==> src/rtl/core/acfp_pkg.sv <==
`timescale 1ns / 1ps

package acfp_pkg;

  localparam logic [7:0] CHAR_DOLLAR = 8'h24;
  localparam logic [7:0] CHAR_MINUS  = 8'h2D;
  localparam logic [7:0] CHAR_COMMA  = 8'h2C;
  localparam logic [7:0] CHAR_L      = 8'h4C;
  localparam logic [7:0] CHAR_O      = 8'h4F;
  localparam logic [7:0] CHAR_S      = 8'h53;
  localparam logic [7:0] CHAR_T      = 8'h54;
  localparam logic [7:0] CHAR_CR     = 8'h0D;
  localparam logic [7:0] CHAR_LF     = 8'h0A;
  localparam logic [7:0] CHAR_ZERO   = 8'h30;
  localparam logic [7:0] CHAR_NINE   = 8'h39;

  localparam int unsigned COORD_W = 16;
  localparam int unsigned FRAME_W = 16;
  localparam int unsigned OUT_TDATA_W = 48;

  typedef struct packed {
    logic [COORD_W-1:0] x_value;
    logic [COORD_W-1:0] y_value;
    logic               target_lost;
    logic [FRAME_W-1:0] frame_number;
  } result_t;

  // Expected character of the LOST keyword at body positions 0 to 3.
  function automatic logic [7:0] lost_char(input logic [1:0] pos);
    logic [7:0] ch;
    unique case (pos)
      2'd0: ch = CHAR_L;
      2'd1: ch = CHAR_O;
      2'd2: ch = CHAR_S;
      default: ch = CHAR_T;
    endcase
    return ch;
  endfunction

  function automatic logic is_digit(input logic [7:0] ch);
    return (ch >= CHAR_ZERO) && (ch <= CHAR_NINE);
  endfunction

  // acc * 10 + digit, wrapping at 16 bits.
  function automatic logic [COORD_W-1:0] dec_step(input logic [COORD_W-1:0] acc,
                                                  input logic [7:0] ch);
    logic [7:0] d;
    d = ch - CHAR_ZERO;
    return (acc << 3) + (acc << 1) + {{(COORD_W-4){1'b0}}, d[3:0]};
  endfunction

endpackage

==> src/rtl/core/acfp_parser.sv <==
`timescale 1ns / 1ps

module acfp_parser #(
  parameter int unsigned BODY_BUFFER_SIZE = 32
) (
  input  logic              clk,
  input  logic              rst_n,
  input  logic              step_en,
  input  logic [7:0]        rx_byte,
  output logic              res_valid,
  output acfp_pkg::result_t res
);
  import acfp_pkg::*;

  localparam int unsigned CNT_W = $clog2(BODY_BUFFER_SIZE);
  localparam logic [CNT_W-1:0] CNT_LIMIT = CNT_W'(BODY_BUFFER_SIZE - 1);

  logic               in_frame_r, in_frame_nxt;
  logic [CNT_W-1:0]   count_r, count_nxt;
  logic               lost_r, lost_nxt;
  logic               comma_seen_r, comma_seen_nxt;
  logic [CNT_W-1:0]   comma_pos_r, comma_pos_nxt;
  logic [COORD_W-1:0] x_acc_r, x_acc_nxt;
  logic               x_neg_r, x_neg_nxt;
  logic               x_end_r, x_end_nxt;
  logic [COORD_W-1:0] y_acc_r, y_acc_nxt;
  logic               y_neg_r, y_neg_nxt;
  logic               y_end_r, y_end_nxt;
  logic [FRAME_W-1:0] frame_r, frame_nxt;

  logic               coord_ok;
  logic               y_first;

  assign coord_ok = comma_seen_r && (comma_pos_r != '0) &&
                    (({1'b0, comma_pos_r} + {{CNT_W{1'b0}}, 1'b1}) < {1'b0, count_r});
  assign y_first  = (count_r == comma_pos_r + CNT_W'(1));

  always_comb begin
    in_frame_nxt   = in_frame_r;
    count_nxt      = count_r;
    lost_nxt       = lost_r;
    comma_seen_nxt = comma_seen_r;
    comma_pos_nxt  = comma_pos_r;
    x_acc_nxt      = x_acc_r;
    x_neg_nxt      = x_neg_r;
    x_end_nxt      = x_end_r;
    y_acc_nxt      = y_acc_r;
    y_neg_nxt      = y_neg_r;
    y_end_nxt      = y_end_r;
    frame_nxt      = frame_r;
    res_valid      = 1'b0;
    res            = '0;

    if (!in_frame_r) begin
      if (rx_byte == CHAR_DOLLAR) begin
        in_frame_nxt = 1'b1;
      end
    end else if ((rx_byte == CHAR_CR) || (rx_byte == CHAR_LF)) begin
      in_frame_nxt = 1'b0;
      // The LOST keyword wins over any comma that follows it.
      if ((count_r >= CNT_W'(4)) && lost_r) begin
        frame_nxt        = frame_r + FRAME_W'(1);
        res_valid        = step_en;
        res.target_lost  = 1'b1;
        res.frame_number = frame_nxt;
      end else if (coord_ok) begin
        frame_nxt        = frame_r + FRAME_W'(1);
        res_valid        = step_en;
        res.x_value      = x_neg_r ? (COORD_W'(0) - x_acc_r) : x_acc_r;
        res.y_value      = y_neg_r ? (COORD_W'(0) - y_acc_r) : y_acc_r;
        res.frame_number = frame_nxt;
      end
    end else if (count_r >= CNT_LIMIT) begin
      in_frame_nxt = 1'b0;
    end else begin
      if ((count_r < CNT_W'(4)) && (rx_byte != lost_char(count_r[1:0]))) begin
        lost_nxt = 1'b0;
      end
      if (!comma_seen_r) begin
        if (rx_byte == CHAR_COMMA) begin
          comma_seen_nxt = 1'b1;
          comma_pos_nxt  = count_r;
          x_end_nxt      = 1'b1;
        end else if ((count_r == '0) && (rx_byte == CHAR_MINUS)) begin
          x_neg_nxt = 1'b1;
        end else if (!x_end_r && is_digit(rx_byte)) begin
          x_acc_nxt = dec_step(x_acc_r, rx_byte);
        end else begin
          x_end_nxt = 1'b1;
        end
      end else begin
        if (y_first && (rx_byte == CHAR_MINUS)) begin
          y_neg_nxt = 1'b1;
        end else if (!y_end_r && is_digit(rx_byte)) begin
          y_acc_nxt = dec_step(y_acc_r, rx_byte);
        end else begin
          y_end_nxt = 1'b1;
        end
      end
      count_nxt = count_r + CNT_W'(1);
    end

    // Any change of framing starts the next body from a clean slate.
    if (in_frame_nxt != in_frame_r) begin
      count_nxt      = '0;
      lost_nxt       = 1'b1;
      comma_seen_nxt = 1'b0;
      comma_pos_nxt  = '0;
      x_acc_nxt      = '0;
      x_neg_nxt      = 1'b0;
      x_end_nxt      = 1'b0;
      y_acc_nxt      = '0;
      y_neg_nxt      = 1'b0;
      y_end_nxt      = 1'b0;
    end
  end

  always_ff @(posedge clk) begin
    if (!rst_n) begin
      in_frame_r   <= 1'b0;
      count_r      <= '0;
      lost_r       <= 1'b1;
      comma_seen_r <= 1'b0;
      comma_pos_r  <= '0;
      x_acc_r      <= '0;
      x_neg_r      <= 1'b0;
      x_end_r      <= 1'b0;
      y_acc_r      <= '0;
      y_neg_r      <= 1'b0;
      y_end_r      <= 1'b0;
      frame_r      <= '0;
    end else if (step_en) begin
      in_frame_r   <= in_frame_nxt;
      count_r      <= count_nxt;
      lost_r       <= lost_nxt;
      comma_seen_r <= comma_seen_nxt;
      comma_pos_r  <= comma_pos_nxt;
      x_acc_r      <= x_acc_nxt;
      x_neg_r      <= x_neg_nxt;
      x_end_r      <= x_end_nxt;
      y_acc_r      <= y_acc_nxt;
      y_neg_r      <= y_neg_nxt;
      y_end_r      <= y_end_nxt;
      frame_r      <= frame_nxt;
    end
  end

endmodule

==> src/rtl/core/acfp_out_reg.sv <==
`timescale 1ns / 1ps

module acfp_out_reg (
  input  logic              clk,
  input  logic              rst_n,
  input  logic              res_valid,
  input  acfp_pkg::result_t res,
  output logic              can_take,
  output logic              out_tvalid,
  input  logic              out_tready,
  output acfp_pkg::result_t out_res
);
  import acfp_pkg::*;

  logic    valid_r;
  result_t data_r;

  // The register frees up in the same cycle its item is taken downstream.
  assign can_take   = !valid_r || out_tready;
  assign out_tvalid = valid_r;
  assign out_res    = data_r;

  always_ff @(posedge clk) begin
    if (!rst_n) begin
      valid_r <= 1'b0;
    end else if (can_take) begin
      valid_r <= res_valid;
    end
  end

  always_ff @(posedge clk) begin
    if (can_take && res_valid) begin
      data_r <= res;
    end
  end

endmodule

==> src/rtl/core/ascii_coordinate_frame_parser_core.sv <==
`timescale 1ns / 1ps

// ASCII coordinate frame parser.
// The input channel takes one received byte per item on in_tdata. Bytes are
// dropped until a '$' opens a frame; the body then runs to CR or LF. A body
// starting with LOST yields a lost item, a body of the form x,y yields the
// two parsed coordinates, and anything else closes silently. Each result
// item carries the coordinates and a wrapping 16-bit frame number on
// out_tdata and the lost flag on out_tuser.
// Throughput is one byte per cycle: every byte is parsed by the single
// stage of logic between the parser state registers and the output
// register. A result item appears on out_tvalid in the cycle after its
// terminating byte is accepted.
// While a result waits in the output register and out_tready is low,
// in_tready is low too, so no byte is taken until the result drains.
// Synchronous reset returns the parser to hunting for '$', clears the frame
// number and empties the output register.

module ascii_coordinate_frame_parser_core #(
  parameter int unsigned BODY_BUFFER_SIZE = 32
) (
  input  logic        clk,
  input  logic        rst_n,
  input  logic        in_tvalid,
  output logic        in_tready,
  input  logic [7:0]  in_tdata,   // [7:0] rx_byte
  output logic        out_tvalid,
  input  logic        out_tready,
  output logic [47:0] out_tdata,  // [15:0] x_value, [31:16] y_value, [47:32] frame_number
  output logic        out_tuser   // [0] target_lost
);
  import acfp_pkg::*;

  logic    step_en;
  logic    res_valid;
  result_t res;
  result_t out_res;

  assign step_en = in_tvalid && in_tready;

  acfp_parser #(
    .BODY_BUFFER_SIZE(BODY_BUFFER_SIZE)
  ) u_parser (
    .clk      (clk),
    .rst_n    (rst_n),
    .step_en  (step_en),
    .rx_byte  (in_tdata),
    .res_valid(res_valid),
    .res      (res)
  );

  acfp_out_reg u_out_reg (
    .clk       (clk),
    .rst_n     (rst_n),
    .res_valid (res_valid),
    .res       (res),
    .can_take  (in_tready),
    .out_tvalid(out_tvalid),
    .out_tready(out_tready),
    .out_res   (out_res)
  );

  assign out_tdata = {out_res.frame_number, out_res.y_value, out_res.x_value};
  assign out_tuser = out_res.target_lost;

endmodule

==> config.mk <==
export PLATFORM = sky130hd
export DESIGN_NAME = ascii_coordinate_frame_parser_core
export DESIGN_NICKNAME = d
export VERILOG_FILES = /design/src/rtl/core/acfp_pkg.sv /design/src/rtl/core/acfp_parser.sv /design/src/rtl/core/acfp_out_reg.sv /design/src/rtl/core/ascii_coordinate_frame_parser_core.sv
export SDC_FILE = /design/constraint.sdc
export NUM_CORES = 1
export LEC_CHECK = 0
export BUFFER_PORTS_ARGS = -buffer_cell sky130_fd_sc_hd__buf_4
export CELL_PAD_IN_SITES_DETAIL_PLACEMENT = 1
export CELL_PAD_IN_SITES_GLOBAL_PLACEMENT = 2
export CORE_MARGIN = 8
export CORE_UTILIZATION = 38
export DETAILED_ROUTE_END_ITERATION = 10
export GPL_ROUTABILITY_DRIVEN = 0
export PLACE_DENSITY = 0.92
export REMOVE_ABC_BUFFERS = 1
export SETUP_SLACK_MARGIN = 0.02
export SLEW_MARGIN = 20
export SYNTH_ARGS = -nofsm -noshare
export SYNTH_HDL_FRONTEND = slang
export SYNTH_SLANG_ARGS = --single-unit
==> constraint.sdc <==
create_clock -name clk -period 5 [get_ports clk]
set_clock_uncertainty 0.1 [all_clocks]
set_input_delay 1 -clock clk [delete_from_list [all_inputs] [get_ports clk]]
set_output_delay 1 -clock clk [all_outputs]
set_load 0.1 [all_outputs]
==> results of run 1 <==
==> logic make-up (layout without fill, tap and decap cells) <==
| kind of cell | Yosys count | after routing | share of synthesized area (%) |
|---|---|---|---|
| xor+xnor | 80 | 80 | 9.90 |
| compound gates | 162 | 162 | 15.7 |
| simple gates | 274 | 274 | 18.6 |
| mux | 5 | 5 | 0.707 |
| buf+inv | 46 | 123 | 2.62 |
| fa+ha+maj | 71 | 71 | 13.0 |
| flops | 115 | 115 | 39.5 |
==> routing by layer <==
layer,wire length (um),vias to the layer above
li1,-,2886
met1,8270,2839
met2,9200,101
met3,649,26
met4,318,0
met5,0,-
==> stage by stage <==
stage                     power [mW]  setup slack, ns  hold WS [ns]
after floorplan                 1.01            0.503         0.337
after global placement          1.03             1.11         0.350
after detailed placement        1.04             1.07         0.362
after CTS                       2.17             1.32         0.370
after global routing            2.21             1.13         0.409
final                           2.15             1.38         0.369
==> how the worst max path moves through the flow <==
stage,startpoint,to,cells past startpoint,slack (ns)
floorplan,out_tready,u_parser.frame_r[11]$_SDFFE_PN0P_,6,0.50
global placement,in_tdata[4],u_out_reg.out_res[30]$_SDFFCE_PP0P_,7,1.11
detailed placement,in_tdata[4],u_out_reg.out_res[31]$_SDFFCE_PP0P_,7,1.07
CTS,u_parser.comma_pos_r[0]$_SDFFE_PN0P_,u_out_reg.out_res[25]$_SDFFCE_PP0P_,10,1.32
global route,u_parser.comma_pos_r[0]$_SDFFE_PN0P_,u_out_reg.out_res[25]$_SDFFCE_PP0P_,10,1.13
finish,u_parser.comma_pos_r[0]$_SDFFE_PN0P_,u_out_reg.out_res[25]$_SDFFCE_PP0P_,10,1.38
==> layout make-up <==
class | instances | area (sq um)
Tap cell | 234 | 293
Timing Repair Buffer | 68 | 510
Clock buffer | 19 | 443
Sequential cell | 115 | 2790
Inverter | 23 | 86.3
Multi-Input combinational cell | 592 | 4100
Fill cell | 2085 | 10200
Clock inverter | 13 | 111
==> sequential cells by signal, summed over array words and instances, names as in the netlist <==
| register | flops |
|---|---|
| u_out_reg.out_res | 49 |
| u_out_reg.out_tvalid | 1 |
| u_parser.comma_pos_r | 5 |
| u_parser.comma_seen_r | 1 |
| u_parser.count_r | 5 |
| u_parser.frame_r | 16 |
| u_parser.in_frame_r | 1 |
| u_parser.lost_r | 1 |
| u_parser.x_acc_r | 16 |
| u_parser.x_end_r | 1 |
| u_parser.x_neg_r | 1 |
| u_parser.y_acc_r | 16 |
| u_parser.y_end_r | 1 |
| u_parser.y_neg_r | 1 |
==> worst register-to-register path, stage by stage (launching register included) <==
cell and delay, ns:
dfxtp_1 0.41, ha_1 0.21, nand3_1 0.10, xnor2_1 0.15, ha_1 0.17, nand2b_1 0.13
a311o_1 0.35, o31a_1 0.43, or3_4 0.45, inv_2 0.47, buf_4 0.34
==> power by group <==
part	switching [mW]	leakage [nW]	internal, mW
Combinational	0.0302	2.05	0.0136
Clock	0.447	0.256	0.691
Sequential	0.000412	0.870	0.972
==> cells in the final DEF (no fill, tap or decap), types with 3 or more instances in the layout <==
master / n
or4_1: 7
o21a_1: 10
o21ai_0: 26
fa_1: 4
nand4_1: 6
edfxtp_1: 49
o31ai_1: 10
nor4_1: 13
a22o_1: 9
a21oi_1: 40
nand2b_1: 6
a32o_1: 7
nand3_1: 24
a2111oi_0: 4
buf_4: 68
or2_2: 6
a21boi_0: 3
inv_1: 22
a31oi_1: 6
a211oi_1: 6
xor2_1: 39
and3_1: 10
o41ai_1: 6
dfxtp_1: 66
mux2i_1: 5
nor3_1: 15
nand2_1: 53
a21o_1: 5
or3_1: 6
nor4b_1: 3
clkbuf_16: 17
xnor2_1: 41
clkinvlp_4: 5
nor2b_1: 8
o221a_2: 3
o21bai_1: 4
nor2_1: 105
o211ai_1: 6
ha_1: 67
==> impl_metrics.toml, run 1 <==
[job]
drv_cap = 0

[setup_path]
r2r_cells = 10
worst_ep_arrival_time_ns = 3.63
path_max_fanout = 26
end_kind = "flip-flop"
r2r-start = "u_parser.comma_pos_r[0]$_SDFFE_PN0P_"
cpLargestDelayFamily = "buffers and inverters"
worstPathCellList = "ha_1, nand3_1, xnor2_1, ha_1, nand2b_1, a311o_1, o31a_1, or3_4, inv_2, buf_4"
slowest_stage = "inv_2"
critPathMostFrequentCell = "ha_1"
slowest_delay_ns = 0.47
worst_ep_required_time_ns = 5.01
crit_buf_inv = 2
criticalPathCategory = "reg -> reg"
worstSetupStartpointType = "flip-flop"
rr_endpoint = "u_out_reg.out_res[25]$_SDFFCE_PP0P_"
r2r_setup_slack_ns = 1.38

[sta]
tns_ns = 0
rsz0062_at_grt = "false"
period_share_pct = 72.5
tightest_slew_ns = 1.09
hold_viol = 0
setup_viol = 0
slew_violations = 0
min_period_ns = 3.62
fmax_ghz = 0.276
slew_headroom_pct = 27.1

[min_path]
hold_depth = 2
min_to = "u_parser.x_acc_r[15]$_SDFFE_PN0P_"
hold_start = "u_parser.x_acc_r[15]$_SDFFE_PN0P_"
min_path_type = "reg -> reg"

[route]
via_count = 5852
first_pass_iters = 4
drt_wl_total_mm = 18.4
postRouteAntennaNets = 0
wl_per_cell_um = 17.3
drc = 0
drt-initial-drc-count = 271
avgViaCountPerCell = 5.50

[clock_network]
cts.sinks = 115
ctsHoldBuffers = 0
cts_resized = 0
insertion_delay_ns = 0.42
numCtsBuffers = 17
cts_setup_buffers = 0
tritoncts = "built"
path_clk_slew_ns = 0.06
cts.path.max_buffers = 2
htreeDepth = 4
cts-root-buf = "clkbuf_16"

[floorplanning]
dieArea_sq_mm = 0.0233
fp.coreArea_sq_mm = 0.0185
dieWidth_um = 152
num_rows = 50
ioPinCount = 63
die_h_um = 152
start_util_pct = 38.2

[yosys]
ys.flop_type = "dfxtp_1"
yosysSeqAreaShare_pct = 39.5
ys_async_sr_fraction_pct = 0
synth_edf_count = 49
syn_area_sq_mm = 0.00708
synth.top_cell.area_share_pct = 20.8
synth_seq_cells = 115
synthCells = 753
synthTopCellsByArea = "edfxtp_1 (21%), dfxtp_1 (19%), ha_1 (12%), nor2_1 (5.6%), xnor2_1 (5.1%)"
synth_common_cells = "nor2_1 (105), ha_1 (67), dfxtp_1 (66)"
synth.distinct_cells = 62
synth_area_leader_cell = "edfxtp_1"
synth_most_common_cell = "nor2_1"
syn_area_per_cell_sq_um = 9.40
ys_warn_count = 0

[grt]
grt_start_max_net_pins = 33
track_usage_pct = 16.3
use_met1_pct = 19.1
antenna_found_initial = 0
met2_usage_pct = 29.5
grt_pass1_vias = 6141
busiest_layer = "met2"
use_met3_pct = 2.92
grt.overflow.total = 0
grt_pass1_wl_mm = 31.3

[place]
place_inst = 1032
dpl-instance-area_sq_mm = 0.00778
dp.final_hpwl_mm = 13.7
port-buffer-count = 62

[layout]
nNetsFinal = 900
fin_area_sq_mm = 0.00834
syn2layout_area_growth_pct = 17.8
fin_cells = 1064
drive_gt1_share_pct = 13.4
postLayoutCoreUtil_pct = 45.0
diodes = 0

[power]
p_per_area_mw_per_mm2 = 258
vdd_drop_max_uv = 217
p_leak_nw = 3.18

[status]
status = "finished clean"
Note: power is estimated with default switching activity, not from simulation.
==> inputs of run 2 (changes only) <==
==> constraint.sdc (replaced) <==
create_clock -name clk -period 3.5 [get_ports clk]
set_clock_uncertainty 0.1 [all_clocks]
set_input_delay 0.7 -clock clk [delete_from_list [all_inputs] [get_ports clk]]
set_output_delay 0.7 -clock clk [all_outputs]
set_load 0.1 [all_outputs]
==> run 2 against run 1 <==
Compared with the run above: final area is 2.0% higher; sequential power is 43% higher; clock-buffer cell count is 2 lower; utilization is 0.91 points higher; die area stayed put; final cell count is 1.2% higher; global-route usage is 0.94 points higher; total power is 52% higher; routed wire length is 6.8% higher; fmax is 9.0% higher; critical endpoint is now u_parser.frame_r[14]$_SDFFE_PN0P_; largest power group unchanged; highest routed layer unchanged.
==> impl_metrics.toml, run 2 (synthesis results as in run 1) <==
[status]
status = "finished clean"

[grt]
busiest_layer = "met2"
grt_start_max_net_pins = 28
track_usage_pct = 17.3
use_met3_pct = 2.98
grt_pass1_wl_mm = 32.9
antenna_found_initial = 0
use_met1_pct = 20.1
grt.overflow.total = 0
met2_usage_pct = 31.0
grt_pass1_vias = 6329

[layout]
syn2layout_area_growth_pct = 20.2
final_common_cell = "nor2_1"
mostFrequentLayoutCells = "nor2_1 (105), buf_4 (80), ha_1 (67)"
fillers = 2124
largest_reg_flops = 49
drive_gt1_share_pct = 15.1
postLayoutCoreUtil_pct = 45.9
diodes = 0
fin_area_sq_mm = 0.00851
nNetsFinal = 913

[setup_path]
r2r_cells = 10
path_max_fanout = 12
worstSetupStartpointType = "flip-flop"
r2r_setup_slack_ns = 0.18
worst_ep_required_time_ns = 3.76
rr_endpoint = "u_parser.frame_r[14]$_SDFFE_PN0P_"
r2r-start = "u_parser.comma_pos_r[0]$_SDFFE_PN0P_"
end_kind = "flip-flop"
startpoint = "u_parser.comma_pos_r[0]$_SDFFE_PN0P_"
worst_ep_arrival_time_ns = 3.58
criticalPathCategory = "reg -> reg"
setup.worst_path.end = "u_parser.frame_r[14]$_SDFFE_PN0P_"

[floorplanning]
fp.coreArea_sq_mm = 0.0185
start_util_pct = 38.2
ioPinCount = 63
num_rows = 50
die_h_um = 152
dieArea_sq_mm = 0.0233
dieWidth_um = 152

[place]
dpl-instance-area_sq_mm = 0.00789
port-buffer-count = 62
dp.final_hpwl_mm = 14.3

[clock_network]
htreeDepth = 4
path_clk_slew_ns = 0.06
numCtsBuffers = 17
tritoncts = "built"
cts.path.max_buffers = 2
cts.sinks = 115
insertion_delay_ns = 0.43
cts-root-buf = "clkbuf_16"

[route]
avgViaCountPerCell = 5.54
drt_wl_total_mm = 19.7
postRouteAntennaNets = 0
first_pass_iters = 4
drt-initial-drc-count = 403
drc = 0
wl_per_cell_um = 18.3
via_count = 5965

[power]
p_total_mw = 3.27
combPwrFrac_pct = 2.0
seqPwrFrac_pct = 42.5
intPower_mw = 2.49
switching_share_pct = 23.7
vdd_drop_max_uv = 342
p_leak_nw = 3.29
power_switching_mw = 0.774
power_frac_clock_pct = 55.5
p_per_area_mw_per_mm2 = 384

[sta]
setup_viol = 0
fmax_ghz = 0.301
period_share_pct = 95.0
slew_violations = 0
holdWs_ns = 0.368
hold_viol = 0
tns_ns = 0
slew_headroom_pct = 49.6
rsz0062_at_grt = "false"
tightest_slew_ns = 0.750
min_period_ns = 3.32

[job]
drv_cap = 0

[min_path]
hold_depth = 2
hold_start = "u_parser.x_acc_r[15]$_SDFFE_PN0P_"
min_path_type = "reg -> reg"
run 2: worst min-delay path by stage:
stage / end / slack (ns)
after global placement: u_parser.lost_r$_SDFFE_PN1P_ / 0.35
after global routing: u_parser.x_acc_r[15]$_SDFFE_PN0P_ / 0.41
final: u_parser.x_acc_r[15]$_SDFFE_PN0P_ / 0.37
after detailed placement: u_parser.y_end_r$_SDFFE_PN0P_ / 0.36
after floorplan: u_parser.y_end_r$_SDFFE_PN0P_ / 0.34
after CTS: u_parser.x_acc_r[15]$_SDFFE_PN0P_ / 0.37
run 2: power by group through the flow:
stage	Clock (mW)	Combinational, mW	Sequential (mW)
final	1.81	0.0665	1.39
after global routing	1.88	0.0718	1.39
after CTS	1.84	0.0667	1.39
after detailed placement	0	0.0655	1.42
after global placement	0	0.0632	1.42
after floorplan	0	0.0268	1.42
run 2: critical path, stage by stage (launching register included):
cell,delay [ns]
dfxtp_1,0.42
ha_1,0.23
nand3_1,0.11
xnor2_1,0.15
ha_1,0.19
nand2b_1,0.14
a311o_1,0.35
o31a_1,0.44
or3_4,0.46
or4_1,0.51
a21oi_1,0.15
run 2: repair_timing:
item	in CTS	in global routing
gates resized for setup	0	1
endpoints found under the setup margin	0	1
setup buffers	0	0
hold buffers	0	0
run 2: area by class of cell:
type	instances	area [sq um]	share of cell area [%]
clock buffer	17	425	5.00
clock inverter	15	185	2.18
inverter	23	86.3	1.02
multi-input combinational	592	4100	48.2
sequential	115	2790	32.8
tap	234	293	3.44
timing repair buffer	81	621	7.30
run 2: stage by stage:
stage	setup WS [ns]	cells
floorplan	-0.756	730
global placement	0.150	1045
detailed placement	0.0974	1045
CTS	0.179	1077
global route	0.0218	1077
finish	0.176	1077
run 2: routing by layer:
layer  vias to the layer above  wire length [um]
met5                         -                 0
met4                         0               405
met1                      2932              8680
met2                        93              9990
li1                       2915                 -
met3                        25               624
==> inputs of run 3 (changes only) <==
--- a/config.mk
+++ b/config.mk
@@ -13,7 +13,6 @@
 export DETAILED_ROUTE_END_ITERATION = 10
 export GPL_ROUTABILITY_DRIVEN = 0
 export PLACE_DENSITY = 0.92
-export REMOVE_ABC_BUFFERS = 1
 export SETUP_SLACK_MARGIN = 0.02
 export SLEW_MARGIN = 20
 export SYNTH_ARGS = -nofsm -noshare
==> run 3 against run 2 <==
Compared with the run above: routed wire length decreased by 3.7%; sequential share of layout area decreased by 0.053 points; sequential power about the same; highest routed layer unchanged.
==> impl_metrics.toml, run 3 (synthesis results as in run 1) <==
[route]
drc = 0
via_count = 5960
avgViaCountPerCell = 5.52
postRouteAntennaNets = 0
drt_wl_total_mm = 19.0
first_pass_iters = 4
drt-initial-drc-count = 242
wl_per_cell_um = 17.6

[clock_network]
tritoncts = "built"
cts_setup_buffers = 0
path_clk_slew_ns = 0.06
cts_resized = 0
htreeDepth = 4
insertion_delay_ns = 0.41
ctsHoldBuffers = 0
cts.path.max_buffers = 2
numCtsBuffers = 17
cts.sinks = 115
cts-root-buf = "clkbuf_16"

[sta]
hold_viol = 0
setup_ws_ns = 0.213
holdWs_ns = 0.365
slew_headroom_pct = 48.0
min_period_ns = 3.29
tns_ns = 0
fmax_ghz = 0.304
period_share_pct = 93.9
setup_viol = 0
slew_violations = 0
rsz0062_at_grt = "false"
tightest_slew_ns = 0.760

[min_path]
hold_depth = 2
min_to = "u_parser.x_acc_r[15]$_SDFFE_PN0P_"
min_path_type = "reg -> reg"
hold_start = "u_parser.x_acc_r[15]$_SDFFE_PN0P_"

[layout]
postLayoutCoreUtil_pct = 46.0
mostFrequentLayoutCells = "nor2_1 (105), buf_4 (82), ha_1 (67)"
final_common_cell = "nor2_1"
fillers = 2136
largest_reg_flops = 49
syn2layout_area_growth_pct = 20.4
drive_gt1_share_pct = 15.0
nNetsFinal = 916
seq_area_sq_mm = 0.00279
multi_input_area_sq_mm = 0.00410
fin_cells = 1080
diodes = 0

[floorplanning]
fp.coreArea_sq_mm = 0.0185
num_rows = 50
die_h_um = 152
ioPinCount = 63
dieWidth_um = 152
dieArea_sq_mm = 0.0233
start_util_pct = 38.2

[setup_path]
r2r_cells = 10
rr_endpoint = "u_parser.frame_r[14]$_SDFFE_PN0P_"
worst_ep_arrival_time_ns = 3.53
end_kind = "flip-flop"
r2r-start = "u_parser.comma_pos_r[0]$_SDFFE_PN0P_"
worstSetupStartpointType = "flip-flop"
criticalPathCategory = "reg -> reg"
r2r_setup_slack_ns = 0.21
path_max_fanout = 12
worst_ep_required_time_ns = 3.74

[place]
place_inst = 1048
dp_slack_ns = 0.0338
dp.final_hpwl_mm = 14.3
port-buffer-count = 62

[grt]
track_usage_pct = 16.4
grt.overflow.total = 0
grt_start_max_net_pins = 33
antenna_found_initial = 0
grt_pass1_vias = 6098
grt_pass1_wl_mm = 31.4

[power]
p_leak_nw = 3.29
vdd_drop_max_uv = 274
p_per_area_mw_per_mm2 = 371
switching_share_pct = 20.7
seqPwrFrac_pct = 43.9
combPwrFrac_pct = 2.1
power_frac_clock_pct = 54.0
intPower_mw = 2.51
power_switching_mw = 0.654

[yosys]
syn_nets = 836

[status]
status = "finished clean"

[job]
drv_cap = 0
-- run 3: power by group through the flow --
| stage | clock, mW | combinational [mW] | sequential (mW) |
|---|---|---|---|
| finish | 1.71 | 0.0664 | 1.39 |
| detailed placement | 0 | 0.0665 | 1.42 |
| global placement | 0 | 0.0647 | 1.42 |
| floorplan | 0 | 0.0309 | 1.42 |
| CTS | 1.74 | 0.0668 | 1.39 |
| global route | 1.81 | 0.0728 | 1.39 |
-- run 3: worst max path at each step --
stage	start	end	slack, ns	cells past startpoint
6_report	u_parser.comma_pos_r[0]$_SDFFE_PN0P_	u_parser.frame_r[14]$_SDFFE_PN0P_	0.21	10
5_1_grt	u_parser.comma_pos_r[0]$_SDFFE_PN0P_	u_parser.frame_r[13]$_SDFFE_PN0P_	0.04	10
3_3_place_gp	in_tdata[3]	u_parser.x_acc_r[10]$_SDFFE_PN0P_	0.16	9
4_1_cts	u_parser.comma_pos_r[0]$_SDFFE_PN0P_	u_parser.frame_r[14]$_SDFFE_PN0P_	0.18	10
3_5_place_dp	in_tdata[3]	u_parser.x_acc_r[10]$_SDFFE_PN0P_	0.03	9
2_1_floorplan	u_out_reg.out_tvalid$_SDFFE_PN0N_	u_parser.frame_r[11]$_SDFFE_PN0P_	0.04	7
-- run 3: area by class of cell --
cell class              count  share of cell area [%]
clock inverters             7                   0.793
flip-flops and latches    115                    32.8
clock buffers              25                    6.08
well taps                 234                    3.44
inverters                  23                    1.06
multi-input cells         592                    48.2
repair buffers             84                    7.70
-- run 3: metal layers --
metal / GRT usage (%) / routed length [um]
met3: 3.66 / 737
met2: 28.3 / 9400
met5: 0 / 0
met1: 20.1 / 8620
met4: 4.76 / 205
-- run 3: per-stage QoR --
step | power [mW] | instance area [sq um]
2_1_floorplan | 1.45 | 7080
3_3_place_gp | 1.48 | 7930
3_5_place_dp | 1.48 | 7930
4_1_cts | 3.20 | 8520
5_1_grt | 3.27 | 8520
6_report | 3.16 | 8520
-- run 3: critical path: stages, from the launching register on --
cell,delay [ns]
dfxtp_1,0.41
ha_1,0.22
nand3_1,0.12
xnor2_1,0.15
ha_1,0.17
nand2b_1,0.14
a311o_1,0.35
o31a_1,0.44
or3_4,0.46
or4_1,0.52
a21oi_1,0.15
